==> src/rtl/core/pstc_pkg.sv <==
// Package for the polar scan converter: register map, config bundle,
// CORDIC constants. Used by the front end, back end and top level; depends on nothing.
package pstc_pkg;

	localparam int CFG_W   = 16;  // width of every config register
	localparam int WIDE_W  = 24;  // widest range or angle the design supports
	localparam int CORDIC_STAGES = 24;
	localparam int TRIG_W  = 33;  // signed working width: x, y in Q30, z in 2^-32 turn

	localparam logic signed [TRIG_W-1:0] KINV_Q30 = 33'sd652032875;
	localparam logic signed [TRIG_W-1:0] QUARTER_SHIFT = 33'sd536870912;  // 1/8 turn
	localparam logic [31:0] EIGHTH_TURN = 32'h2000_0000;

	// arctan(2^-i) in units of 2^-32 turn
	localparam logic signed [TRIG_W-1:0] ATAN_TURN32 [CORDIC_STAGES] = '{
		33'sd536870912, 33'sd316933406, 33'sd167458907, 33'sd85004756,
		33'sd42667331,  33'sd21354465,  33'sd10679838,  33'sd5340245,
		33'sd2670163,   33'sd1335087,   33'sd667544,    33'sd333772,
		33'sd166886,    33'sd83443,     33'sd41722,     33'sd20861,
		33'sd10430,     33'sd5215,      33'sd2608,      33'sd1304,
		33'sd652,       33'sd326,       33'sd163,       33'sd81
	};

	// register word index (byte address / 4)
	localparam logic [1:0] REG_START_ANGLE = 2'd0;
	localparam logic [1:0] REG_ANGLE_STEP  = 2'd1;
	localparam logic [1:0] REG_MIN_RANGE   = 2'd2;
	localparam logic [1:0] REG_MAX_RANGE   = 2'd3;

	localparam logic [CFG_W-1:0] MAX_RANGE_RST = 16'hFFFF;

	typedef struct packed {
		logic [CFG_W-1:0] start_angle;
		logic [CFG_W-1:0] angle_step;
		logic [CFG_W-1:0] min_range;
		logic [CFG_W-1:0] max_range;
	} cfg_t;

endpackage

==> src/rtl/core/pstc_front.sv <==
// Front end: tracks the running beam angle and filters samples by range.
// Depends on pstc_pkg (cfg_t, widths).
module pstc_front #(
	parameter int RANGE_BITS = 16,
	parameter int ANGLE_BITS = 16
) (
	input  logic                  clk,
	input  logic                  arst_n,
	input  pstc_pkg::cfg_t        cfg,
	input  logic                  accept,
	input  logic [RANGE_BITS-1:0] range_mm,
	input  logic                  range_valid,
	input  logic                  scan_start,
	output logic                  wr,
	output logic [RANGE_BITS-1:0] wr_range,
	output logic [ANGLE_BITS-1:0] wr_angle
);
	logic [ANGLE_BITS-1:0]        beam_angle_q;
	logic [ANGLE_BITS-1:0]        angle_use;
	logic [pstc_pkg::WIDE_W-1:0]  start_wide, step_wide, r_wide, min_wide, max_wide;
	logic                         in_window;

	assign start_wide = pstc_pkg::WIDE_W'(cfg.start_angle);
	assign step_wide  = pstc_pkg::WIDE_W'(cfg.angle_step);
	assign r_wide     = pstc_pkg::WIDE_W'(range_mm);
	assign min_wide   = pstc_pkg::WIDE_W'(cfg.min_range);
	assign max_wide   = pstc_pkg::WIDE_W'(cfg.max_range);

	// reload happens before this sample takes its angle
	assign angle_use = scan_start ? start_wide[ANGLE_BITS-1:0] : beam_angle_q;
	assign in_window = (r_wide > min_wide) && (r_wide < max_wide);

	assign wr       = accept && range_valid && in_window;
	assign wr_range = range_mm;
	assign wr_angle = angle_use;

	// advance after every sample, kept or dropped
	always_ff @(posedge clk or negedge arst_n) begin
		if (!arst_n) begin
			beam_angle_q <= '0;
		end else if (accept) begin
			beam_angle_q <= angle_use + step_wide[ANGLE_BITS-1:0];
		end
	end

endmodule

==> config.mk <==
export PLATFORM = sky130hd
export DESIGN_NAME = pstc_front
export DESIGN_NICKNAME = d
export VERILOG_FILES = /design/src/rtl/core/pstc_pkg.sv /design/src/rtl/core/pstc_front.sv
export SDC_FILE = /design/constraint.sdc
export NUM_CORES = 1
export LEC_CHECK = 0
export ABC_AREA = 1
export BUFFER_PORTS_ARGS = -buffer_cell sky130_fd_sc_hd__buf_2
export CORE_ASPECT_RATIO = 0.6
export CORE_UTILIZATION = 30
export DETAILED_ROUTE_END_ITERATION = 12
export HOLD_SLACK_MARGIN = 0.05
export PLACE_DENSITY = 0.55
export SLEW_MARGIN = 20
export SYNTH_ARGS = -nofsm -noshare
export SYNTH_HDL_FRONTEND = slang
export SYNTH_SLANG_ARGS = --single-unit
==> constraint.sdc <==
create_clock -name clk -period 1.75 [get_ports clk]
set_input_delay 0.2625 -clock clk [delete_from_list [all_inputs] [get_ports clk]]
set_output_delay 0.2625 -clock clk [all_outputs]
set_load 0.005 [all_outputs]
==> flow_results.org <==
** Global route
- Combined global-route utilization of all metal layers :: 17.04%
- Maximum number of pins on one net before global-route repair :: 23
- After global routing the overflow that remains totals 0.
- The first global-routing pass estimated 12.00 mm of wire.
- Via count of the first global-routing pass :: 2601
- Number of antenna violations at the first check in global routing :: 0

** Logic synthesis
- Post-synth cell types :: 33
- Each instance of the synthesized netlist takes up on average 6.354 sq um.
- Adder-cell share of the synthesized area :: 22.32%
- Post-synthesis share of cell area spent on xor and xnor gates :: 0.9845%
- Synthesis produced a netlist with a net count of 552.
- Combinational family with the most area after synthesis :: simple AND/OR/NAND/NOR gates
- Summed over all instances, the cell type with the most area after synthesis is ha_1.
- Summing the areas of all compound-gate instances in the mapped netlist gives 8.579% of the synthesized area.
- Synthesis-stage register bit count :: 16
- Fraction of synthesized cell area taken by the top area cell type :: 21.57%
- The portion of synthesized area spent on multiplexers is 3.376%.
- Cell area after technology mapping :: 2669 sq um
- Leading cell types by total area after synthesis :: ha_1, nand2_1, dfrtp_1
- Simple logic cell fraction of the synthesized area :: 32.16%
- Post-synthesis cell count :: 420
- The share of the Yosys chip area taken by registers is 15.00%.
- Synthesis Warnings :: 0

** Clock network
- Count of H-tree levels built during CTS :: 1
- Buffer levels on the longest clock path :: 2
- Clock-pin slew on the worst setup and hold paths :: 0.06 ns
- At the later pin of the worst-skew pair, clock insertion delay measures 0.26 ns.
- Number of CTS-inserted buffers :: 3
- Clock Tree Root :: clkbuf_16
- The tree built by TritonCTS fans out to 16 sinks.
- TritonCTS built the clock tree.

** Timing
- Worst max-slew margin expressed relative to the limit :: 70.75%
- Setup violations remaining at the end of the flow were counted as 8.
- Min setup slack post-route :: -0.05617 ns
- Peak clock frequency supported by timing :: 553.7 MHz
- Setup repair after global routing could not meet its margin everywhere.
- Least-Margin Pin Slew :: 0.4388 ns
- Max Clock Skew :: 0.005803 ns
- The final-report max-slew violation count was 0.
- Final Hold Vio Count :: 0
- After layout, the minimum clock period comes to 1.806 ns.
- The worst path uses 103.2% of the clock period.

** Layout
- beam_angle_q holds more flip-flops than any other register.
- In the final layout, the registers with the most flip-flops are beam_angle_q: 16 flops.
- The register with the most flip-flops in the layout has 16 of them.
- The filler cells instantiated in the layout total 866.
- After the last flow step, the layout net total stands at 687.
- Cells fill 47.40% of the core in the end.
- Fraction of final layout cells with drive strength greater than 1 :: 47.65%
- Growth of design area from synthesis to finish :: 51.95%
- Most frequent cells in the layout :: buf_2, nand2_1, inv_1
- Number of antenna diodes :: 0
- Most common cell after layout, fill and taps aside :: buf_2
- After routing the design area is 4055 sq um.

** Detailed routing
- Wire length on met1 :: 4.079 mm
- Top layer in use :: met4
- Detailed-route via count :: 2970
- The count of nets left with antenna violations once routing finished came out at 0.
- The final layout contains routed wiring with a total length of 8.271 mm.
- Iter 0 DRT Violations :: 117
- Number of iterations in the first detailed-routing pass :: 4
- Summed over all nets, wire length on met2 after detailed routing comes to 3.600 mm.
- WL met3 :: 531 um
- Average wire per cell in the routed design :: 12.42 um
- After detailed routing, the number of remaining DRC violations is 0.
- Using the TritonRoute via totals, the vias-per-cell ratio works out to 4.459.

** Setup path
- Maximum fanout along the worst path :: 3
- The worst setup path is launched from a flop.
- Worst Path Required :: 1.90 ns
- The worst setup path is captured at a flop.
- Critical path data arrival time :: 1.96 ns
- Type of the worst setup path :: flop to flop

** Floorplanning
- The floorplan step set the die width to 123.8 um.
- 118 I/O pins were placed.
- Starting density of the core :: 31.19%
- Std cell rows :: 26
- Die Footprint :: 9290 sq um
- The die is 75.06 um tall.
- The core region is 8556 sq um.

** Placement
- After legalization and detailed placement, the total HPWL measured 6.428 mm.
- Timing analysis after detailed placement gives a worst setup slack of -0.2961 ns.
- Summing all placed instances gives a cell area of 3575 sq um.
- The congestion estimate from routability-driven global placement came to 0.9087.
- In this run the tool buffered the top-level ports with 117 buffer cells.

** Run
- Max Cap Violations :: 0

** Run status
- Violated checks :: negative setup slack
- Result of the run :: finished with violations

** Pwr
- Maximum VDD drop :: 0.2858 mV
- LEAKAGE :: 2.308 nW
- P per Cell Area :: 747.0 nW/um^2

** Worst hold path
- Kind of path behind the tightest hold check :: primary input to flop
[report_power, final]
part,internal [mW],switching [mW],leakage [nW]
registers,0.479,0.0543,0.192
clock network,0.349,0.180,0.0442
logic,0.934,1.03,2.07
[what timing repair did]
| item | 4_1_cts | 5_1_grt |
|---|---|---|
| setup buffers | 2 | 6 |
| cloned | 0 | 0 |
| endpoints found under the setup margin | 11 | 13 |
| pin swaps | 14 | 40 |
| hold buffers | 1 | 0 |
| gates resized for setup | 25 | 61 |
| hold endpoints to repair | 16 | 0 |
[logic make-up after synthesis]
group	Yosys count
compound gates	40
simple gates	202
mux	8
fa+ha+maj	47
flops	16
buf+inv	104
xor+xnor	3
[synth_stat cells]
cell type and count:
nand2_1 136, inv_1 76, ha_1 46, nor2_1 24, a21oi_1 19, nand3_1 18
buf_4 16, dfrtp_1 16, o21ai_0 12, mux2_2 8, inv_2 5, nand2_2 5
nor3_1 4, or2_1 4, buf_2 3, nand3b_1 3, o21ai_2 3, o22ai_1 3
buf_6 2, nand3_2 2, nor3_2 2, xnor2_1 2, a21oi_4 1, and2_2 1
and2_4 1, clkbuf_1 1, clkinv_1 1, fa_1 1, nand4_1 1, nor4_1 1
o21a_1 1, o21ai_1 1, xor2_1 1
[final cells by class]
cell class | count | area, sq um | share of cell area, %
Multi-Input combinational cell | 300 | 2227 | 54.92
Timing Repair Buffer | 152 | 885.9 | 21.85
Sequential cell | 16 | 400.4 | 9.873
Inverter | 82 | 312.8 | 7.714
Tap cell | 112 | 140.1 | 3.456
Clock buffer | 4 | 88.84 | 2.191
[per-stage QoR]
step / TNS, ns / total power, mW / cells / hold slack (ns)
global route: -1.184 / 3.279 / 666 / 0.3967
global placement: -2.679 / 2.158 / 654 / 0.2300
detailed placement: -2.998 / 2.191 / 654 / 0.2333
floorplan: -0.4287 / 1.590 / 420 / -0.03309
finish: -0.2513 / 3.029 / 666 / 0.3555
CTS: -0.2832 / 2.829 / 661 / 0.3555
[path summary, 6_finish.rpt]
kind | to | slack, ns | from | cells past startpoint
min | beam_angle_q[0] | 0.36 | cfg[32] | 4
max | beam_angle_q[8] | -0.06 | beam_angle_q[0] | 12
max in group asynchronous | beam_angle_q[14] | 0.96 | arst_n | 2
min in group asynchronous | beam_angle_q[15] | 0.48 | arst_n | 2
max reg2reg | beam_angle_q[8] | -0.06 | beam_angle_q[0] | 12
min reg2reg | beam_angle_q[9] | 0.48 | beam_angle_q[9] | 2
[critical path, cell delays in order, from the launching register on]
cell and delay, ns:
dfrtp_1 0.37, inv_2 0.06, o21ai_2 0.05, ha_2 0.19
fa_2 0.35, nand2_2 0.08, nand2_2 0.08, and2_4 0.16
nand2_2 0.05, nand2_1 0.05, xor2_1 0.14, nand2_1 0.06
nand2_1 0.05
[per-layer routing]
layer,GRT usage (%),up-vias
li1,-,1568
met1,24.31,1291
met2,26.73,107
met3,2.879,4
met4,4.016,0
met5,0,-
(Power assumes the default switching activity.)
