$ cat src/rtl/core/pstc_queue.sv
// Small register-based FIFO with full/empty flags.
// Used between front and back and on the result side; needs no package items.
module pstc_queue #(
	parameter int WIDTH = 8,
	parameter int DEPTH = 4
) (
	input  logic             clk,
	input  logic             arst_n,
	input  logic             push,
	input  logic [WIDTH-1:0] wdata,
	output logic             full,
	input  logic             pop,
	output logic [WIDTH-1:0] rdata,
	output logic             empty
);
	localparam int AW = (DEPTH > 1) ? $clog2(DEPTH) : 1;

	logic [WIDTH-1:0] mem_q [DEPTH];
	logic [AW-1:0]    wr_ptr_q, rd_ptr_q;
	logic [AW:0]      count_q;
	logic             do_push, do_pop;

	assign full    = (count_q == (AW+1)'(DEPTH));
	assign empty   = (count_q == '0);
	assign do_push = push && !full;
	assign do_pop  = pop && !empty;
	assign rdata   = mem_q[rd_ptr_q];

	always_ff @(posedge clk or negedge arst_n) begin
		if (!arst_n) begin
			wr_ptr_q <= '0;
			rd_ptr_q <= '0;
			count_q  <= '0;
		end else begin
			if (do_push) begin
				wr_ptr_q <= (wr_ptr_q == AW'(DEPTH-1)) ? '0 : wr_ptr_q + 1'b1;
			end
			if (do_pop) begin
				rd_ptr_q <= (rd_ptr_q == AW'(DEPTH-1)) ? '0 : rd_ptr_q + 1'b1;
			end
			if (do_push && !do_pop) begin
				count_q <= count_q + 1'b1;
			end else if (do_pop && !do_push) begin
				count_q <= count_q - 1'b1;
			end
		end
	end

	always_ff @(posedge clk) begin
		if (do_push) begin
			mem_q[wr_ptr_q] <= wdata;
		end
	end

endmodule

$ cat config.mk
export PLATFORM = sky130hd
export DESIGN_NAME = pstc_queue
export DESIGN_NICKNAME = d
export VERILOG_FILES = /design/src/rtl/core/pstc_queue.sv
export SDC_FILE = /design/constraint.sdc
export NUM_CORES = 1
export LEC_CHECK = 0
export ABC_AREA = 0
export BUFFER_PORTS_ARGS = -buffer_cell sky130_fd_sc_hd__buf_2
export CAP_MARGIN = 20
export CORE_MARGIN = 2
export CORE_UTILIZATION = 55
export CTS_CLUSTER_DIAMETER = 40
export DETAILED_ROUTE_END_ITERATION = 10
export GPL_ROUTABILITY_DRIVEN = 0
export GPL_TIMING_DRIVEN = 0
export PLACE_DENSITY = 0.77
export SYNTH_ARGS = -nofsm -noshare
export SYNTH_HDL_FRONTEND = slang
export SYNTH_SLANG_ARGS = --single-unit
export TNS_END_PERCENT = 30
$ cat constraint.sdc
create_clock -name clk -period 2.1 [get_ports clk]
set_input_delay 0.315 -clock clk [delete_from_list [all_inputs] [get_ports clk]]
set_output_delay 0.315 -clock clk [all_outputs]
set_load 0.1 [all_outputs]
==> impl_metrics.env, run 1 <==
export IMPL_max_freq_mhz=500.7
export IMPL_tns_ns=0
export IMPL_num_antenna_cells=0
export IMPL_wl_per_cell_um=16.06
export IMPL_max_slew_margin=0.5205
export IMPL_worst_ep_required_time_ns=1.78
export IMPL_coreArea_um2=2781
export IMPL_nFillCells=181
export IMPL_max_cap_viol_count=0
export IMPL_syn_avg_cell_area_um2=20.48
export IMPL_drtPass1Iterations=4
export IMPL_fin_crit_sh=0.9510
export IMPL_async_flop_share=0.1795
export IMPL_path_max_fanout=10
export IMPL_grt_max_degree=13
export IMPL_die_area_um2=3391
export IMPL_synth_top_area_frac=0.5940
export IMPL_cts_tree="yes"
export IMPL_grt_antenna_before_repair=0
export IMPL_overflow=0
export IMPL_endpoint_kind="output port"
export IMPL_worst_pin_slew_ns=0.7166
export IMPL_critPathKind="flop to output port"
export IMPL_grt_total_usage=0.1583
export IMPL_wirelength_mm=2.233
export IMPL_synth_seq_area_share=0.7022
export IMPL_synth_top_flop_cell="edfxtp_1"
export IMPL_setup_violations=0
export IMPL_final_cell_mix="32 x edfxtp_1, 13 x buf_2, 8 x mux4_2"
export IMPL_htree_levels=2
export IMPL_synth_area_leaders="edfxtp_1 59%, mux4_2 11%, dfrtp_1 11%, ha_1 4.6%, mux2_4 3.7%"
export IMPL_clock_path_buffers=2
export IMPL_syn_to_final_growth_pct=17.32
export IMPL_final_common_cell="edfxtp_1"
export IMPL_min_path_type="input pin to flop"
export IMPL_die_w_um=58.24
export IMPL_clockRootBuffer="clkbuf_4"
export IMPL_synth_seq_cells=39
export IMPL_row_count=19
export IMPL_grt_pass1_vias=792
export IMPL_worstSetupStartpointType="flop"
export IMPL_finalHoldViolCount=0
export IMPL_route_detailed_drc=0
export IMPL_slew_viol_final=0
export IMPL_postSynthCellCount=79
export IMPL_synth_fp_nets=98
export IMPL_port_buffers=21
export IMPL_holdWs_ns=0.1912
export IMPL_period_needed_ns=1.997
export IMPL_synth_warnings=0
export IMPL_drive_gt1_frac=0.4630
export IMPL_clock_sinks=39
export IMPL_synth_top_cell_by_area="edfxtp_1"
export IMPL_syn_area_um2=1618
export IMPL_dieHeight_um=58.24
export IMPL_ys_types=19
export IMPL_grt_pass1_wl_mm=3.712
export IMPL_num_vias=763
export IMPL_cts_buffers=5
export IMPL_synth_edf_count=32
export IMPL_cp_arrival_ns=1.68
export IMPL_initial_utilization=0.5816
export IMPL_post_cts_buffers=0
export IMPL_clock_skew_ns=0.002634
export IMPL_antenna_left=0
export IMPL_cts_clk_slew_worst_paths_ns=0.11
export IMPL_clkLatencyLatePin_ns=0.33
export IMPL_ios=22
export IMPL_viasPerCell=5.489
export IMPL_drt_initial_drc_count=9
export IMPL_final_nets=126
export IMPL_status="completed"
export IMPL_hpwl_mm=1.579
per-stage QoR:
step / util / cells / worst slack [ns] / instance area [um^2]
6_report: 0.6824 / 139 / 0.1030 / 1898
5_1_grt: 0.6824 / 139 / -0.0001142 / 1898
4_1_cts: 0.6757 / 139 / 0.005522 / 1879
3_5_place_dp: 0.6433 / 131 / 0.2043 / 1789
3_3_place_gp: 0.6433 / 131 / 0.2381 / 1789
2_1_floorplan: - / 79 / -0.4778 / 1645
synthesized netlist by cell type (2+ instances only):
| cell | instances |
|---|---|
| and2_1 | 3 |
| dfrtp_1 | 7 |
| edfxtp_1 | 32 |
| ha_1 | 6 |
| inv_1 | 3 |
| mux2_4 | 4 |
| mux4_2 | 8 |
| nor2_1 | 4 |
| xor2_1 | 2 |
registers in the layout, summed over array words and instances (netlist names):
register	flops
count_q	3
rd_ptr_q	2
wr_ptr_q	2
mem_q	32
repair_timing:
item / in CTS / in global routing
endpoints found under the setup margin: 8 / 8
hold buffers: 1 / 0
endpoints found under the hold margin: 7 / 0
gates resized for setup: 3 / 12
kinds of logic after synthesis:
family	Yosys count	synth area share
flip-flops	39	0.7022
AND/OR/NAND/NOR	12	0.05490
adder cells (fa/ha/maj)	7	0.05878
XOR/XNOR	3	0.01624
multiplexers	13	0.1555
buffers and inverters	5	0.01237
metal layers:
| metal | vias to the layer above | part of all wire | wire length, um | GRT usage |
|---|---|---|---|---|
| met5 | - | 0 | 0 | 0 |
| met4 | 0 | 0 | 0 | 0.05980 |
| met3 | 0 | 0.071 | 159 | 0.06473 |
| met2 | 27 | 0.53 | 1183 | 0.2549 |
| met1 | 379 | 0.40 | 890 | 0.1933 |
| li1 | 357 | - | - | - |
critical path: stages (launching register included):
cell and delay (ns):
dfrtp_1 0.38, buf_6 0.18, mux4_2 0.50, clkbuf_4 0.29
layout make-up:
class | count | area [um^2] | share of cell area
Buffer | 1 | 11.26 | 0.005933
Inverter | 3 | 11.26 | 0.005933
Clock inverter | 3 | 38.79 | 0.02044
Clock buffer | 5 | 37.54 | 0.01978
Sequential cell | 39 | 1137 | 0.5992
Timing Repair Buffer | 22 | 135.1 | 0.07119
Tap cell | 31 | 38.79 | 0.02044
Multi-Input combinational cell | 35 | 488.0 | 0.2571
final timing paths:
kind	start	end	slack, ns	cells past startpoint
max	rd_ptr_q[0]$_DFFE_PN0P_	rdata[1]	0.10	3
min	wdata[1]	mem_q[0][1]$_DFFE_PP_	0.19	1
max reg2reg	count_q[2]$_DFFE_PN0P_	count_q[2]$_DFFE_PN0P_	0.20	8
min reg2reg	count_q[2]$_DFFE_PN0P_	count_q[2]$_DFFE_PN0P_	0.57	1
max in group asynchronous	arst_n	count_q[0]$_DFFE_PN0P_	1.60	2
min in group asynchronous	arst_n	count_q[0]$_DFFE_PN0P_	0.33	2
Power of run 1 is left out: the tool's default activity adds up to more than one toggle a clock period on the data nets, which glitch-free logic cannot reach.
==> run 2: changes to the inputs <==
--- a/config.mk
+++ b/config.mk
@@ -14,7 +14,7 @@
 export DETAILED_ROUTE_END_ITERATION = 10
 export GPL_ROUTABILITY_DRIVEN = 0
 export GPL_TIMING_DRIVEN = 0
-export PLACE_DENSITY = 0.77
+export PLACE_DENSITY = 0.79
 export SYNTH_ARGS = -nofsm -noshare
 export SYNTH_HDL_FRONTEND = slang
 export SYNTH_SLANG_ARGS = --single-unit
==> constraint.sdc (replaced) <==
create_clock -name clk -period 2.1 [get_ports clk]
set_input_delay 0.105 -clock clk [delete_from_list [all_inputs] [get_ports clk]]
set_output_delay 0.105 -clock clk [all_outputs]
set_load 0.1 [all_outputs]
==> run 2 against run 1 <==
Net effect:
- non-clock buffer count is 9 higher
- setup slack better by 0.062 ns
- cell area is 1.8% higher
- hold slack worse by 0.074 ns
- wire length is 2.1% higher
- register-to-register slack better by 0.03 ns
- die area stayed put
- fmax is 3.2% higher
- sequential share of layout area is 1.0 points lower
- core utilization is 1.2 points higher
- clock skew is 0.0022 ns higher
- first-iteration DRC count is 11% higher
- critical path type unchanged
- largest cell class unchanged
- highest routed layer is now met4
==> impl_metrics.env, run 2 (same netlist as run 1, synthesis figures left out) <==
export IMPL_syn_to_final_growth_pct=19.41
export IMPL_num_vias=779
export IMPL_period_needed_ns=1.935
export IMPL_path_max_fanout=9
export IMPL_initial_utilization=0.5816
export IMPL_clkLatencyLatePin_ns=0.33
export IMPL_coreArea_um2=2781
export IMPL_drt_initial_drc_count=10
export IMPL_slew_viol_final=0
export IMPL_grt_total_usage=0.1549
export IMPL_max_cap_viol_count=0
export IMPL_cp_arrival_ns=1.83
export IMPL_row_count=19
export IMPL_num_antenna_cells=0
export IMPL_clock_skew_ns=0.004816
export IMPL_antenna_left=0
export IMPL_drive_gt1_frac=0.4188
export IMPL_wl_per_cell_um=15.40
export IMPL_cts_tree="yes"
export IMPL_die_area_um2=3391
export IMPL_grt_pass1_wl_mm=3.677
export IMPL_cts_clk_slew_worst_paths_ns=0.10
export IMPL_worst_pin_slew_ns=0.7242
export IMPL_status="completed"
export IMPL_largest_reg_flops=32
export IMPL_finalHoldViolCount=0
export IMPL_slowest_delay_ns=0.42
export IMPL_setup_violations=0
export IMPL_overflow=0
export IMPL_crit_slowest_cell="buf_2"
export IMPL_port_buffers=21
export IMPL_post_cts_buffers=0
export IMPL_ios=22
export IMPL_drtPass1Iterations=4
export IMPL_final_nets=135
export IMPL_endpoint_kind="output port"
export IMPL_clockRootBuffer="clkbuf_4"
export IMPL_clock_path_buffers=2
export IMPL_nFillCells=200
export IMPL_cts_buffers=5
export IMPL_viasPerCell=5.264
export IMPL_worstSetupStartpointType="flop"
export IMPL_hpwl_mm=1.662
export IMPL_dieHeight_um=58.24
export IMPL_route_detailed_drc=0
export IMPL_final_common_cell="edfxtp_1"
export IMPL_clock_sinks=39
export IMPL_rsz0062_at_grt="no"
export IMPL_wirelength_mm=2.279
export IMPL_max_slew_margin=0.5154
export IMPL_worstPathCellList="clkbuf_1, mux4_2, buf_2"
export IMPL_grt_max_degree=12
export IMPL_grt_pass1_vias=815
export IMPL_htree_levels=2
export IMPL_top_regs="mem_q x32, count_q x3"
export IMPL_max_freq_mhz=516.7
export IMPL_grt_antenna_before_repair=0
export IMPL_critPathKind="flop to output port"
export IMPL_final_cell_mix="32 x edfxtp_1, 21 x buf_2, 9 x dlygate4sd3_1"
export IMPL_top_register="mem_q"
export IMPL_final_cells=148
export IMPL_dp_cells=131
export IMPL_die_w_um=58.24
export IMPL_worst_ep_required_time_ns=2.00
export IMPL_fin_crit_sh=0.9217
export IMPL_min_path_type="input pin to asynchronous set/reset pin"
## run 2: path summary, 6_finish.rpt
kind	to	startpoint	depth (start not counted)	slack [ns]
max	rdata[5]	rd_ptr_q[1]$_DFFE_PN0P_	3	0.16
min	rd_ptr_q[1]$_DFFE_PN0P_	arst_n	2	0.12
max reg2reg	count_q[1]$_DFFE_PN0P_	count_q[1]$_DFFE_PN0P_	6	0.23
min reg2reg	count_q[2]$_DFFE_PN0P_	count_q[2]$_DFFE_PN0P_	1	0.56
max in group asynchronous	count_q[0]$_DFFE_PN0P_	arst_n	2	1.81
min in group clk	rd_ptr_q[0]$_DFFE_PN0P_	pop	3	0.16
## run 2: worst max-delay path, delay by kind of cell, from the launching register on
kind,cells,cell delay [ns]
buffers and inverters,2,0.83
flip-flops,1,0.37
multiplexers,1,0.30
## run 2: area by class of cell
type	instances	area, um^2	share of cell area
clock buffers	7	45.04	0.02332
well taps	31	38.79	0.02008
inverters	3	11.26	0.005829
repair buffers	30	195.2	0.1010
multi-input cells	35	488.0	0.2526
plain buffers	2	11.26	0.005829
flip-flops and latches	39	1137	0.5887
clock inverters	1	5.005	0.002591
## run 2: repair_timing
item	CTS	global route
endpoints found under the setup margin	0	1
gates resized for setup	0	1
endpoints found under the hold margin	39	0
hold buffers	9	0
## run 2: metal layers
metal | global-route usage | part of all wire | vias to the layer above | routed length, um
li1 | - | - | 377 | -
met1 | 0.1771 | 0.41 | 375 | 934
met2 | 0.2614 | 0.52 | 23 | 1188
met3 | 0.06027 | 0.054 | 4 | 124
met4 | 0.06312 | 0.014 | 0 | 31
met5 | 0 | 0 | - | 0
## run 2: per-stage QoR
step / hold WS (ns) / area (um^2) / utilization / setup TNS, ns / setup WS, ns
6_report: 0.1172 / 1932 / 0.6946 / 0 / 0.1645
4_1_cts: 0.1216 / 1929 / 0.6937 / 0 / 0.1053
3_5_place_dp: -0.05318 / 1789 / 0.6433 / 0 / 0.2303
3_3_place_gp: -0.05752 / 1789 / 0.6433 / 0 / 0.2470
5_1_grt: 0.1212 / 1932 / 0.6946 / 0 / 0.03234
2_1_floorplan: -0.1906 / 1645 / - / -1.158 / -0.4778
Power of run 2 is left out for the same reason.
